### src/rtl/core/urbe_pkg.sv
// ----------------------------------------------------------------------------
// urbe_pkg
// Shared types and constants of the UART ring buffer engine.
// ----------------------------------------------------------------------------
package urbe_pkg;

    // fixed field widths
    localparam int BYTE_W    = 8;
    localparam int SIZE_W    = 9;
    localparam int ERRCNT_W  = 32;
    localparam int CFG_IDX_W = 1;
    localparam int ACTION_W  = 2;

    // default store depth and ring length after reset
    localparam int            RING_DEPTH_DEF = 256;
    localparam logic [SIZE_W-1:0] SIZE_RST   = 9'd256;

    // host / service actions
    typedef enum logic [ACTION_W-1:0] {
        ACT_SERVICE = 2'd0,
        ACT_WRITE   = 2'd1,
        ACT_READ    = 2'd2,
        ACT_PURGE   = 2'd3
    } t_action;

    // configuration register indexes
    typedef enum logic [CFG_IDX_W-1:0] {
        CFG_RX_SIZE = 1'b0,
        CFG_TX_SIZE = 1'b1
    } t_cfg_idx;

    // pointer commands into one ring
    typedef struct packed {
        logic push;
        logic pop;
        logic clear;
    } t_ring_cmd;

    // ring status: flags on the current pointers, counts after the command
    typedef struct packed {
        logic              empty;
        logic              full;
        logic [BYTE_W-1:0] count;
        logic [BYTE_W-1:0] free;
    } t_ring_stat;

endpackage

### src/rtl/core/urbe_ram.sv
// ----------------------------------------------------------------------------
// urbe_ram
// Generic single-write, single-read RAM with a registered read port.
// ----------------------------------------------------------------------------
module urbe_ram #(
    parameter int WIDTH = 8,
    parameter int DEPTH = 256
) (
    input  logic                     i_clk,
    input  logic                     i_we,
    input  logic [$clog2(DEPTH)-1:0] i_waddr,
    input  logic [WIDTH-1:0]         i_wdata,
    input  logic [$clog2(DEPTH)-1:0] i_raddr,
    output logic [WIDTH-1:0]         o_rdata
);

    logic [WIDTH-1:0] r_mem [DEPTH];

    // write port
    always_ff @(posedge i_clk) begin
        if (i_we) begin
            r_mem[i_waddr] <= i_wdata;
        end
    end

    // registered read port
    always_ff @(posedge i_clk) begin
        o_rdata <= r_mem[i_raddr];
    end

endmodule

### src/rtl/core/urbe_ring.sv
// ----------------------------------------------------------------------------
// urbe_ring
// Read and write positions of one ring, its length in use, full and empty
// flags, and the occupancy and free space after the current command.
// ----------------------------------------------------------------------------
module urbe_ring #(
    parameter int RING_DEPTH = urbe_pkg::RING_DEPTH_DEF
) (
    input  logic                          i_clk,
    input  logic                          i_rst_n,
    input  logic [urbe_pkg::SIZE_W-1:0]   i_size,
    input  urbe_pkg::t_ring_cmd           i_cmd,
    output urbe_pkg::t_ring_stat          o_stat,
    output logic [$clog2(RING_DEPTH)-1:0] o_wr_pos,
    output logic [$clog2(RING_DEPTH)-1:0] o_rd_pos
);
    import urbe_pkg::*;

    localparam int PTR_W = $clog2(RING_DEPTH);
    localparam int LEN_W = $clog2(RING_DEPTH + 1);
    localparam int CMP_W = (LEN_W > SIZE_W) ? LEN_W : SIZE_W;

    logic [PTR_W-1:0] r_wr, r_rd, n_wr, n_rd;
    logic [PTR_W-1:0] wr_inc, rd_inc;
    logic [LEN_W-1:0] len;
    logic [CMP_W-1:0] size_x;
    logic [BYTE_W-1:0] w8, r8, l8, cnt8;

    // next position, wrapping at the length in use (also after a shrink)
    function automatic logic [PTR_W-1:0] adv(input logic [PTR_W-1:0] pos,
                                              input logic [LEN_W-1:0] ln);
        logic [LEN_W-1:0] nx;
        nx = LEN_W'(pos) + LEN_W'(1);
        return (nx >= ln) ? '0 : PTR_W'(nx);
    endfunction

    // clamp the programmed length to 2..RING_DEPTH
    assign size_x = CMP_W'(i_size);
    always_comb begin
        priority if (size_x < CMP_W'(2)) begin
            len = LEN_W'(2);
        end else if (size_x > CMP_W'(RING_DEPTH)) begin
            len = LEN_W'(RING_DEPTH);
        end else begin
            len = LEN_W'(size_x);
        end
    end

    assign wr_inc = adv(r_wr, len);
    assign rd_inc = adv(r_rd, len);

    // pointer update
    always_comb begin
        n_wr = r_wr;
        n_rd = r_rd;
        priority if (i_cmd.clear) begin
            n_wr = '0;
            n_rd = '0;
        end else begin
            if (i_cmd.push) n_wr = wr_inc;
            if (i_cmd.pop)  n_rd = rd_inc;
        end
    end

    always_ff @(posedge i_clk) begin
        if (!i_rst_n) begin
            r_wr <= '0;
            r_rd <= '0;
        end else begin
            r_wr <= n_wr;
            r_rd <= n_rd;
        end
    end

    // counts after the update; only the low byte is reported, so work mod 256
    assign w8 = BYTE_W'(n_wr);
    assign r8 = BYTE_W'(n_rd);
    assign l8 = BYTE_W'(len);
    always_comb begin
        priority if (n_wr == n_rd) begin
            cnt8 = '0;
        end else if (n_wr < n_rd) begin
            cnt8 = w8 + l8 - r8;
        end else begin
            cnt8 = w8 - r8;
        end
    end

    assign o_stat.empty = (r_wr == r_rd);
    assign o_stat.full  = (wr_inc == r_rd);
    assign o_stat.count = cnt8;
    assign o_stat.free  = l8 - BYTE_W'(1) - cnt8;
    assign o_wr_pos     = r_wr;
    assign o_rd_pos     = r_rd;

endmodule

### src/rtl/core/uart_ring_buffer_engine.sv
// ----------------------------------------------------------------------------
// uart_ring_buffer_engine
// UART receive and transmit rings with host access and error counters.
// ----------------------------------------------------------------------------
//  channel | direction | handshake              | payload
//  --------+-----------+------------------------+------------------------------
//  in      | input     | i_in_valid / o_in_stall| action, byte, line flags
//  out     | output    | o_out_valid/i_out_stall| send/read/write status, counts
//  cfg     | input     | i_cfg_valid/o_cfg_ready| i_cfg_index, i_cfg_data
//
//  An item is accepted in S_IDLE, while both ring stores are read at their
//  oldest entries; S_EXEC uses the registered read data to update the rings,
//  pointers and counters and load the result register.
//  The update waits while a previous result is still stalled in the output
//  register; a new item is accepted while a result waits.
//  Reset is synchronous; the stores need no clearing pass.
// ----------------------------------------------------------------------------
module uart_ring_buffer_engine #(
    parameter int RING_DEPTH = urbe_pkg::RING_DEPTH_DEF
) (
    input  logic                             i_clk,
    input  logic                             i_rst_n,
    // item input
    input  logic                             i_in_valid,
    output logic                             o_in_stall,
    input  logic [urbe_pkg::ACTION_W-1:0]    i_action,
    input  logic [urbe_pkg::BYTE_W-1:0]      i_data_byte,
    input  logic                             i_byte_present,
    input  logic                             i_tx_ready,
    input  logic                             i_framing_error,
    input  logic                             i_parity_error,
    input  logic                             i_noise_error,
    input  logic                             i_overrun_error,
    // result output
    output logic                             o_out_valid,
    input  logic                             i_out_stall,
    output logic                             o_send_valid,
    output logic [urbe_pkg::BYTE_W-1:0]      o_send_byte,
    output logic                             o_read_valid,
    output logic [urbe_pkg::BYTE_W-1:0]      o_read_byte,
    output logic                             o_write_accepted,
    output logic                             o_tx_request_on,
    output logic [urbe_pkg::BYTE_W-1:0]      o_rx_count,
    output logic [urbe_pkg::BYTE_W-1:0]      o_tx_free,
    output logic [urbe_pkg::ERRCNT_W-1:0]    o_framing_errors,
    output logic [urbe_pkg::ERRCNT_W-1:0]    o_parity_errors,
    output logic [urbe_pkg::ERRCNT_W-1:0]    o_noise_errors,
    output logic [urbe_pkg::ERRCNT_W-1:0]    o_overrun_errors,
    // configuration writes
    input  logic                             i_cfg_valid,
    output logic                             o_cfg_ready,
    input  logic [urbe_pkg::CFG_IDX_W-1:0]   i_cfg_index,
    input  logic [urbe_pkg::SIZE_W-1:0]      i_cfg_data
);
    import urbe_pkg::*;

    localparam int PTR_W = $clog2(RING_DEPTH);

    typedef enum logic {
        S_IDLE,
        S_EXEC
    } t_state;

    t_state r_state;

    // captured item
    t_action           r_action;
    logic [BYTE_W-1:0] r_data;
    logic              r_present, r_ready;
    logic              r_fe, r_pe, r_ne, r_oe;

    // configuration and flop state
    logic [SIZE_W-1:0]   r_rx_size, r_tx_size;
    logic                r_tx_req, n_tx_req;
    logic [ERRCNT_W-1:0] r_fe_cnt, r_pe_cnt, r_ne_cnt, r_oe_cnt;
    logic [ERRCNT_W-1:0] n_fe_cnt, n_pe_cnt, n_ne_cnt, n_oe_cnt;

    // rings and stores
    t_ring_cmd        rx_cmd, tx_cmd;
    t_ring_stat       rx_stat, tx_stat;
    logic [PTR_W-1:0] rx_wr_pos, rx_rd_pos, tx_wr_pos, tx_rd_pos;
    logic [BYTE_W-1:0] rx_q, tx_q;

    // result
    logic              commit;
    logic              n_send_valid, n_read_valid, n_write_ok;
    logic [BYTE_W-1:0] n_send_byte, n_read_byte;

    assign o_in_stall  = (r_state != S_IDLE);
    assign o_cfg_ready = 1'b1;
    assign commit      = (r_state == S_EXEC) && (!o_out_valid || !i_out_stall);

    // configuration registers
    always_ff @(posedge i_clk) begin
        if (!i_rst_n) begin
            r_rx_size <= SIZE_RST;
            r_tx_size <= SIZE_RST;
        end else if (i_cfg_valid && o_cfg_ready) begin
            unique case (t_cfg_idx'(i_cfg_index))
                CFG_RX_SIZE: r_rx_size <= i_cfg_data;
                CFG_TX_SIZE: r_tx_size <= i_cfg_data;
            endcase
        end
    end

    // ring pointer control
    urbe_ring #(.RING_DEPTH(RING_DEPTH)) u_rx_ring (
        .i_clk    (i_clk),
        .i_rst_n  (i_rst_n),
        .i_size   (r_rx_size),
        .i_cmd    (rx_cmd),
        .o_stat   (rx_stat),
        .o_wr_pos (rx_wr_pos),
        .o_rd_pos (rx_rd_pos)
    );

    urbe_ring #(.RING_DEPTH(RING_DEPTH)) u_tx_ring (
        .i_clk    (i_clk),
        .i_rst_n  (i_rst_n),
        .i_size   (r_tx_size),
        .i_cmd    (tx_cmd),
        .o_stat   (tx_stat),
        .o_wr_pos (tx_wr_pos),
        .o_rd_pos (tx_rd_pos)
    );

    // ring stores: always read at the oldest entry, written at the newest
    urbe_ram #(.WIDTH(BYTE_W), .DEPTH(RING_DEPTH)) u_rx_ram (
        .i_clk   (i_clk),
        .i_we    (rx_cmd.push),
        .i_waddr (rx_wr_pos),
        .i_wdata (r_data),
        .i_raddr (rx_rd_pos),
        .o_rdata (rx_q)
    );

    urbe_ram #(.WIDTH(BYTE_W), .DEPTH(RING_DEPTH)) u_tx_ram (
        .i_clk   (i_clk),
        .i_we    (tx_cmd.push),
        .i_waddr (tx_wr_pos),
        .i_wdata (r_data),
        .i_raddr (tx_rd_pos),
        .o_rdata (tx_q)
    );

    // action decode and state update, only on commit
    always_comb begin
        rx_cmd       = '0;
        tx_cmd       = '0;
        n_tx_req     = r_tx_req;
        n_fe_cnt     = r_fe_cnt;
        n_pe_cnt     = r_pe_cnt;
        n_ne_cnt     = r_ne_cnt;
        n_oe_cnt     = r_oe_cnt;
        n_send_valid = 1'b0;
        n_send_byte  = '0;
        n_read_valid = 1'b0;
        n_read_byte  = '0;
        n_write_ok   = 1'b0;
        if (commit) begin
            unique case (r_action)
                ACT_SERVICE: begin
                    if (r_fe) n_fe_cnt = r_fe_cnt + ERRCNT_W'(1);
                    if (r_pe) n_pe_cnt = r_pe_cnt + ERRCNT_W'(1);
                    if (r_ne) n_ne_cnt = r_ne_cnt + ERRCNT_W'(1);
                    if (r_oe) n_oe_cnt = r_oe_cnt + ERRCNT_W'(1);
                    rx_cmd.push = r_present && !rx_stat.full;
                    if (r_ready) begin
                        if (tx_stat.empty) begin
                            n_tx_req = 1'b0;
                        end else begin
                            tx_cmd.pop   = 1'b1;
                            n_send_valid = 1'b1;
                            n_send_byte  = tx_q;
                        end
                    end
                end
                ACT_WRITE: begin
                    if (!tx_stat.full) begin
                        tx_cmd.push = 1'b1;
                        n_tx_req    = 1'b1;
                        n_write_ok  = 1'b1;
                    end
                end
                ACT_READ: begin
                    if (!rx_stat.empty) begin
                        rx_cmd.pop   = 1'b1;
                        n_read_valid = 1'b1;
                        n_read_byte  = rx_q;
                    end
                end
                ACT_PURGE: begin
                    rx_cmd.clear = 1'b1;
                end
            endcase
        end
    end

    // sequencer, item capture and control state
    always_ff @(posedge i_clk) begin
        if (!i_rst_n) begin
            r_state     <= S_IDLE;
            r_tx_req    <= 1'b1;
            r_fe_cnt    <= '0;
            r_pe_cnt    <= '0;
            r_ne_cnt    <= '0;
            r_oe_cnt    <= '0;
            o_out_valid <= 1'b0;
        end else begin
            r_tx_req <= n_tx_req;
            r_fe_cnt <= n_fe_cnt;
            r_pe_cnt <= n_pe_cnt;
            r_ne_cnt <= n_ne_cnt;
            r_oe_cnt <= n_oe_cnt;
            unique case (r_state)
                S_IDLE: if (i_in_valid) r_state <= S_EXEC;
                S_EXEC: if (commit)     r_state <= S_IDLE;
            endcase
            if (commit) begin
                o_out_valid <= 1'b1;
            end else if (!i_out_stall) begin
                o_out_valid <= 1'b0;
            end
        end
    end

    // item payload
    always_ff @(posedge i_clk) begin
        if (i_in_valid && !o_in_stall) begin
            r_action  <= t_action'(i_action);
            r_data    <= i_data_byte;
            r_present <= i_byte_present;
            r_ready   <= i_tx_ready;
            r_fe      <= i_framing_error;
            r_pe      <= i_parity_error;
            r_ne      <= i_noise_error;
            r_oe      <= i_overrun_error;
        end
    end

    // result register
    always_ff @(posedge i_clk) begin
        if (commit) begin
            o_send_valid     <= n_send_valid;
            o_send_byte      <= n_send_byte;
            o_read_valid     <= n_read_valid;
            o_read_byte      <= n_read_byte;
            o_write_accepted <= n_write_ok;
            o_tx_request_on  <= n_tx_req;
            o_rx_count       <= rx_stat.count;
            o_tx_free        <= tx_stat.free;
            o_framing_errors <= n_fe_cnt;
            o_parity_errors  <= n_pe_cnt;
            o_noise_errors   <= n_ne_cnt;
            o_overrun_errors <= n_oe_cnt;
        end
    end

    // checks
    a_no_overwrite: assert property (@(posedge i_clk) disable iff (!i_rst_n)
        (o_out_valid && i_out_stall) |-> !commit)
        else $error("result register overwritten while stalled");

    a_accept_exec: assert property (@(posedge i_clk) disable iff (!i_rst_n)
        (i_in_valid && !o_in_stall) |=> (r_state == S_EXEC))
        else $error("accepted item not taken into execution");

    a_one_host_op: assert property (@(posedge i_clk) disable iff (!i_rst_n)
        o_out_valid |-> !(o_write_accepted && o_read_valid))
        else $error("write and read reported in one result");

    a_write_req: assert property (@(posedge i_clk) disable iff (!i_rst_n)
        (o_out_valid && o_write_accepted) |-> o_tx_request_on)
        else $error("accepted write left transmit request off");

endmodule

### config.mk
export PLATFORM = sky130hd
export DESIGN_NAME = uart_ring_buffer_engine
export DESIGN_NICKNAME = d
export VERILOG_FILES = /design/src/rtl/core/urbe_pkg.sv /design/src/rtl/core/urbe_ram.sv /design/src/rtl/core/urbe_ring.sv /design/src/rtl/core/uart_ring_buffer_engine.sv
export SDC_FILE = /design/constraint.sdc
export NUM_CORES = 2
export LEC_CHECK = 0
export BUFFER_PORTS_ARGS = -buffer_cell sky130_fd_sc_hd__buf_4
export CAP_MARGIN = 40
export CORE_MARGIN = 5
export CORE_UTILIZATION = 50
export CTS_BUF_LIST = sky130_fd_sc_hd__clkbuf_16
export DETAILED_ROUTE_END_ITERATION = 8
export GPL_ROUTABILITY_DRIVEN = 0
export MAX_ROUTING_LAYER = met4
export PLACE_DENSITY = 0.7
export SYNTH_ARGS = -nofsm -noshare
export SYNTH_HDL_FRONTEND = slang
export SYNTH_SLANG_ARGS = --single-unit
### constraint.sdc
create_clock -name i_clk -period 19.3 [get_ports i_clk]
set_clock_uncertainty 0.2 [all_clocks]
set_input_delay 0 -clock i_clk [delete_from_list [all_inputs] [get_ports i_clk]]
set_output_delay 0 -clock i_clk [all_outputs]
set_load 0.05 [all_outputs]
Yosys cells after proc, flatten, opt, wreduce, memory -nomap -nowiden:

Memories as Yosys holds them, arrays and structs flattened. A register that Yosys moved wholly into a read port is not among the register bits.
Cells that the tools add are included.

* register bits after elaboration: 361
* RAM bits: 4096
* bits of input ports: 31
* output and inout bits: 167
* memories: 2

Memories
* u_rx_ram.r_mem: depth 256, width 8, read ports 1, clocked after memory_dff 1, wr ports 1, RTL line urbe_ram.sv:17 `logic [WIDTH-1:0] r_mem [DEPTH];`
* u_tx_ram.r_mem: depth 256, width 8, read ports 1, clocked after memory_dff 1, wr ports 1, RTL line urbe_ram.sv:17

* $add $sub $neg: 16
* magnitude comparators: 10
* equal/unequal tests: 10
* mux-type cells: 54
* bitwise logic cells: 5
* reduce and logical (&&, ||, !) cells: 13

Operators with widths (number)
* $mux W32: 12
* $add A32 B1 Y32 const B: 4
* $mux W8: 13
* $eq A8 B8 Y1: 6
* $sub A8 B8 Y8: 5
* $add A8 B1 Y9 const B: 4
* $ge A9 B9 Y1: 4
* $mux W9: 4
* $mux W1: 21
* $gt A9 B9 Y1 const B: 2
* $lt A9 B2 Y1 const B: 2
* $add A8 B8 Y8: 2
* $lt A8 B8 Y1: 2
* $sub A8 B1 Y8 const B: 1
* $not A1 Y1: 5
* $eq A2 B2 Y1 const B: 2
* $logic_not A1 Y1: 4
* $pmux W1 S2: 2
* $reduce_and A2 Y1: 2
* $logic_and A1 B1 Y1: 3
* $mux W3: 1
* $reduce_or A3 Y1: 1
* $eq A2 B1 Y1 const B: 1
* $logic_not A2 Y1: 1
* other kinds (4): 4

Logic depth before layout (Yosys ltp):

* depth after elaboration: 15
* depth in mapped cells: 38
* gate-level depth less buffers: 34

Cells and area by module:

Synthesis repeated with hierarchy kept, for this count alone.

* cell total of the unflattened synthesis: 9361
* area total of the unflattened synthesis: 178441.1 µm²

By module, submodules not included
* urbe_ram: instances 2, cells each 3733, area an instance 79556.3 µm²
* uart_ring_buffer_engine: instances 1, cells each 1036, area an instance 12866.1 µm²
* urbe_ring (u_tx_ring): instances 1, cells each 440, area an instance 3315.7 µm²
* urbe_ring (u_rx_ring): instances 1, cells each 419, area an instance 3146.8 µm²

Least setup slack after synthesis:

No wires, ideal clock.

* path type: reg-to-reg
* start point: register r_data[0]
* end point: memory u_rx_ram.r_mem[0][0], data pin
* arrival: 6.158 ns
* setup slack: 11.507 ns
* cell stages (with the launch flop): 1
* path buffers: 0
* clock period less this slack: 7.793 ns
* path through: edfxtp_1

RTL lines
* start: declaration: RTL line uart_ring_buffer_engine.sv:68 `logic [BYTE_W-1:0] r_data;`
* start signal: assignment: RTL line uart_ring_buffer_engine.sv:231 `r_data <= i_data_byte;`
* end: declaration: RTL line urbe_ram.sv:17

No word-level cell before the write port.

==> impl_metrics.csv <==
group,metric,value,unit
floorplanning,placementRows,217,
layout,final_common_cell,"edfxtp_1",
clock_tree,clock-sinks,4473,
critical_path,cpPeakStageDelay,670,ps
clock_tree,h-tree-depth,5,
clock_tree,clk_pin_slew_worst_paths,70,ps
global_route,grt_pass1_vias,85205,
critical_path,crit_path_start_kind,"flop",
clock_tree,tritoncts,"yes",
clock_tree,ctsHoldBuffers,80,
floorplanning,core,0.3492,sq mm
synth,ys_seq_area_frac,0.7553,
route,drc,0,
timing,holdWs,160.6,ps
clock_tree,cts_buffer_depth,4,
clock_tree,insertion_delay,980,ps
route,antenna_left,0,
placed_design,pre_cts_slack,10550,ps
timing,fmax,110.8,MHz
synth,synthArstFlopShare,0,
power,power_density,97.07,mW/mm^2
timing,worstMarginPinSlew,1378,ps
floorplanning,start_util,0.5018,
run,maxCapViolations,0,
clock_tree,cts-resized-gates,0,
timing,relSlewSlack,0.08143,
timing,finalSetupViolCount,0,
power,power.leakage,60.83,nW
hold_path,min_path_type,"in -> reg",
synth,synth_top_area_frac,0.7328,
global_route,grt.overflow.total,0,
global_route,grt_max_degree,214,
timing,finalWorstSetupSlack,10280,ps
critical_path,path_class,"reg -> reg",
power,combPwrFrac,0.022,
global_route,grt_pass1_wl,606300,um
power,power.switching,3.942,mW
power,clockPowerShare,0.424,
synth,syn-instance-count,8112,
placed_design,hpwl,257500,um
power,irDropWorstVdd,72.84,uV
synth,syn_area,0.1752,sq mm
timing,tns,0,ps
layout,fin_nets,8781,
synth,yosysWarnings,0,
clock_tree,cts_buffers,435,
floorplanning,fp.dieArea,0.3624,sq mm
route,wl,410100,um
global_route,grt_use_total,0.2323,
route,firstDrtPassIters,6,
synth,ys_types,74,
critical_path,cpMaxStageDelayCell,"or2_0",
timing,hold_violations,0,
status,status,"completed",
timing,drv_slew,0,
layout,area_growth,13.39,%
global_route,antenna_found_initial,16,
route,vias,84913,
placed_design,io_buffers,196,
synth,synthesis.nets,8247,
route,vias_per_cell,6.231,
layout,drive_gt1_frac,0.2722,
timing,period_share,0.4675,
power,seqPwrFrac,0.554,
synth,ys_dominant_reg_cell,"edfxtp_1",
route,first_iter_violations,11207,
synth,synth_area_leaders,"edfxtp_1 (73%), mux4_2 (17%), dfxtp_1 (2.3%), nor2_1 (1.4%), xnor2_1 (0.68%)",
layout,final_area,0.1987,sq mm
clock_tree,post_cts.repair.setup_buffers,0,
critical_path,arrival,9530,ps
critical_path,required,19810,ps
synth,synth_edf_count,4276,
synth,synth_area_leader_cell,"edfxtp_1",
power,p_sw_frac,0.2044,
floorplanning,die_w,602.0,um
clock_tree,ctsRootBufferMaster,"clkbuf_16",
timing,grt_setup_unrepaired,"no",
floorplanning,io_pins,198,
layout,fill_cells,24744,
synth,synth-seq-cells,4473,
critical_path,critPathMaxFanout,16,
critical_path,crit_path_end_kind,"flop",
synth,syn_avg_cell_area,21.60,sq um
power,power.internal,15.34,mW
route,wl_per_cell,30.10,um
placed_design,placed_cell_area,0.1839,sq mm
timing,post-route-min-period,9022,ps
layout,layout_common_cells,"edfxtp_1 (4,276), mux4_2 (1,360), nor2_1 (633)",
floorplanning,die_h,602.0,um
power,finalPower,19.28,mW
==> state kept, by name (all words and copies together) (netlist names), 9 cells and up <==
register and flops:
o_overrun_errors 32, o_framing_errors 32, r_fe_cnt 32, r_oe_cnt 32, o_parity_errors 32, r_tx_size 9, o_noise_errors 32, r_pe_cnt 32
u_rx_ram.r_mem 2048, r_rx_size 9, u_tx_ram.r_mem 2048, r_ne_cnt 32
==> path summary, 6_finish.rpt <==
| kind | cells after the start | to | slack, ps | start |
|---|---|---|---|---|
| max | 31 | o_tx_free[7] | 10280 | u_tx_ring.o_wr_pos[0] |
| min | 3 | r_data[7] | 160 | i_data_byte[7] |
| max reg2reg | 31 | o_tx_free[7] | 10280 | u_tx_ring.o_wr_pos[0] |
| min reg2reg | 2 | r_tx_req | 260 | r_tx_req |
==> cells in the mapped netlist (all sizes together), types with 10 or more instances <==
library cell	number
a21o	22
nand3	76
nand2b	18
nor4	11
o21ai	45
nor3	15
inv	100
nand3b	11
xor2	64
mux4	1360
dfxtp	197
a21oi	61
nor2b	32
nand2	191
and2	157
xnor2	136
buf	154
fa	17
and3	39
nor2	634
mux2i	10
edfxtp	4276
nand4	27
clkbuf	277
ha	87
==> critical path, delay by kind of cell (launching register included) <==
family,cells,cell delay (ps)
buffers and inverters,2,320
AND/OR/NAND/NOR,7,2380
XOR/XNOR,3,490
flip-flops,1,580
multiplexers,1,180
adder cells (fa/ha/maj),4,1430
AO/OA/AOI/OAI,14,3180
==> final cells by class <==
class,count,area (sq um),share of cell area
clock inverters,371,2759,0.01389
repair buffers,528,5449,0.02743
inverters,103,394.1,0.001984
well taps,4599,5754,0.02896
multi-input cells,3105,40850,0.2056
flip-flops and latches,4473,132400,0.6663
diodes,7,17.52,0.00008817
clock buffers,442,11060,0.05567
==> power groups by stage <==
stage	Combinational (mW)	Clock (mW)	Sequential [mW]
after floorplan	0.0652	0	11.1
after global placement	0.377	0	10.9
after CTS	0.425	8.29	10.7
final	0.424	8.17	10.7
after global routing	0.449	8.73	10.7
after detailed placement	0.411	0	10.9
==> through the flow <==
| stage | utilization | cells |
|---|---|---|
| after floorplan | - | 8112 |
| after global placement | 0.5212 | 12619 |
| after detailed placement | 0.5268 | 12722 |
| after CTS | 0.5687 | 13615 |
| after global routing | 0.5690 | 13626 |
| final | 0.5690 | 13628 |
==> metal layers <==
| metal | up-vias | global-route usage | wire length [um] |
|---|---|---|---|
| li1 | 34532 | - | - |
| met1 | 45275 | 0.3397 | 167000 |
| met2 | 4513 | 0.3475 | 193600 |
| met3 | 593 | 0.03928 | 38240 |
| met4 | 0 | 0.05666 | 11290 |
| met5 | - | - | 0 |
==> kinds of logic after synthesis <==
kind of cell | after synthesis | share of synthesized area
DFF | 4473 | 0.7553
muxes | 1374 | 0.1756
and+or+nand+nor | 1237 | 0.03212
buffers and inverters | 534 | 0.01165
xor gates and xnor gates | 202 | 0.01025
AOI/OAI and AO/OA | 187 | 0.006813
adders and majority gates | 104 | 0.008155
other | 1 | 0.00002140
No activity file was read; power rests on OpenSTA's default activity.
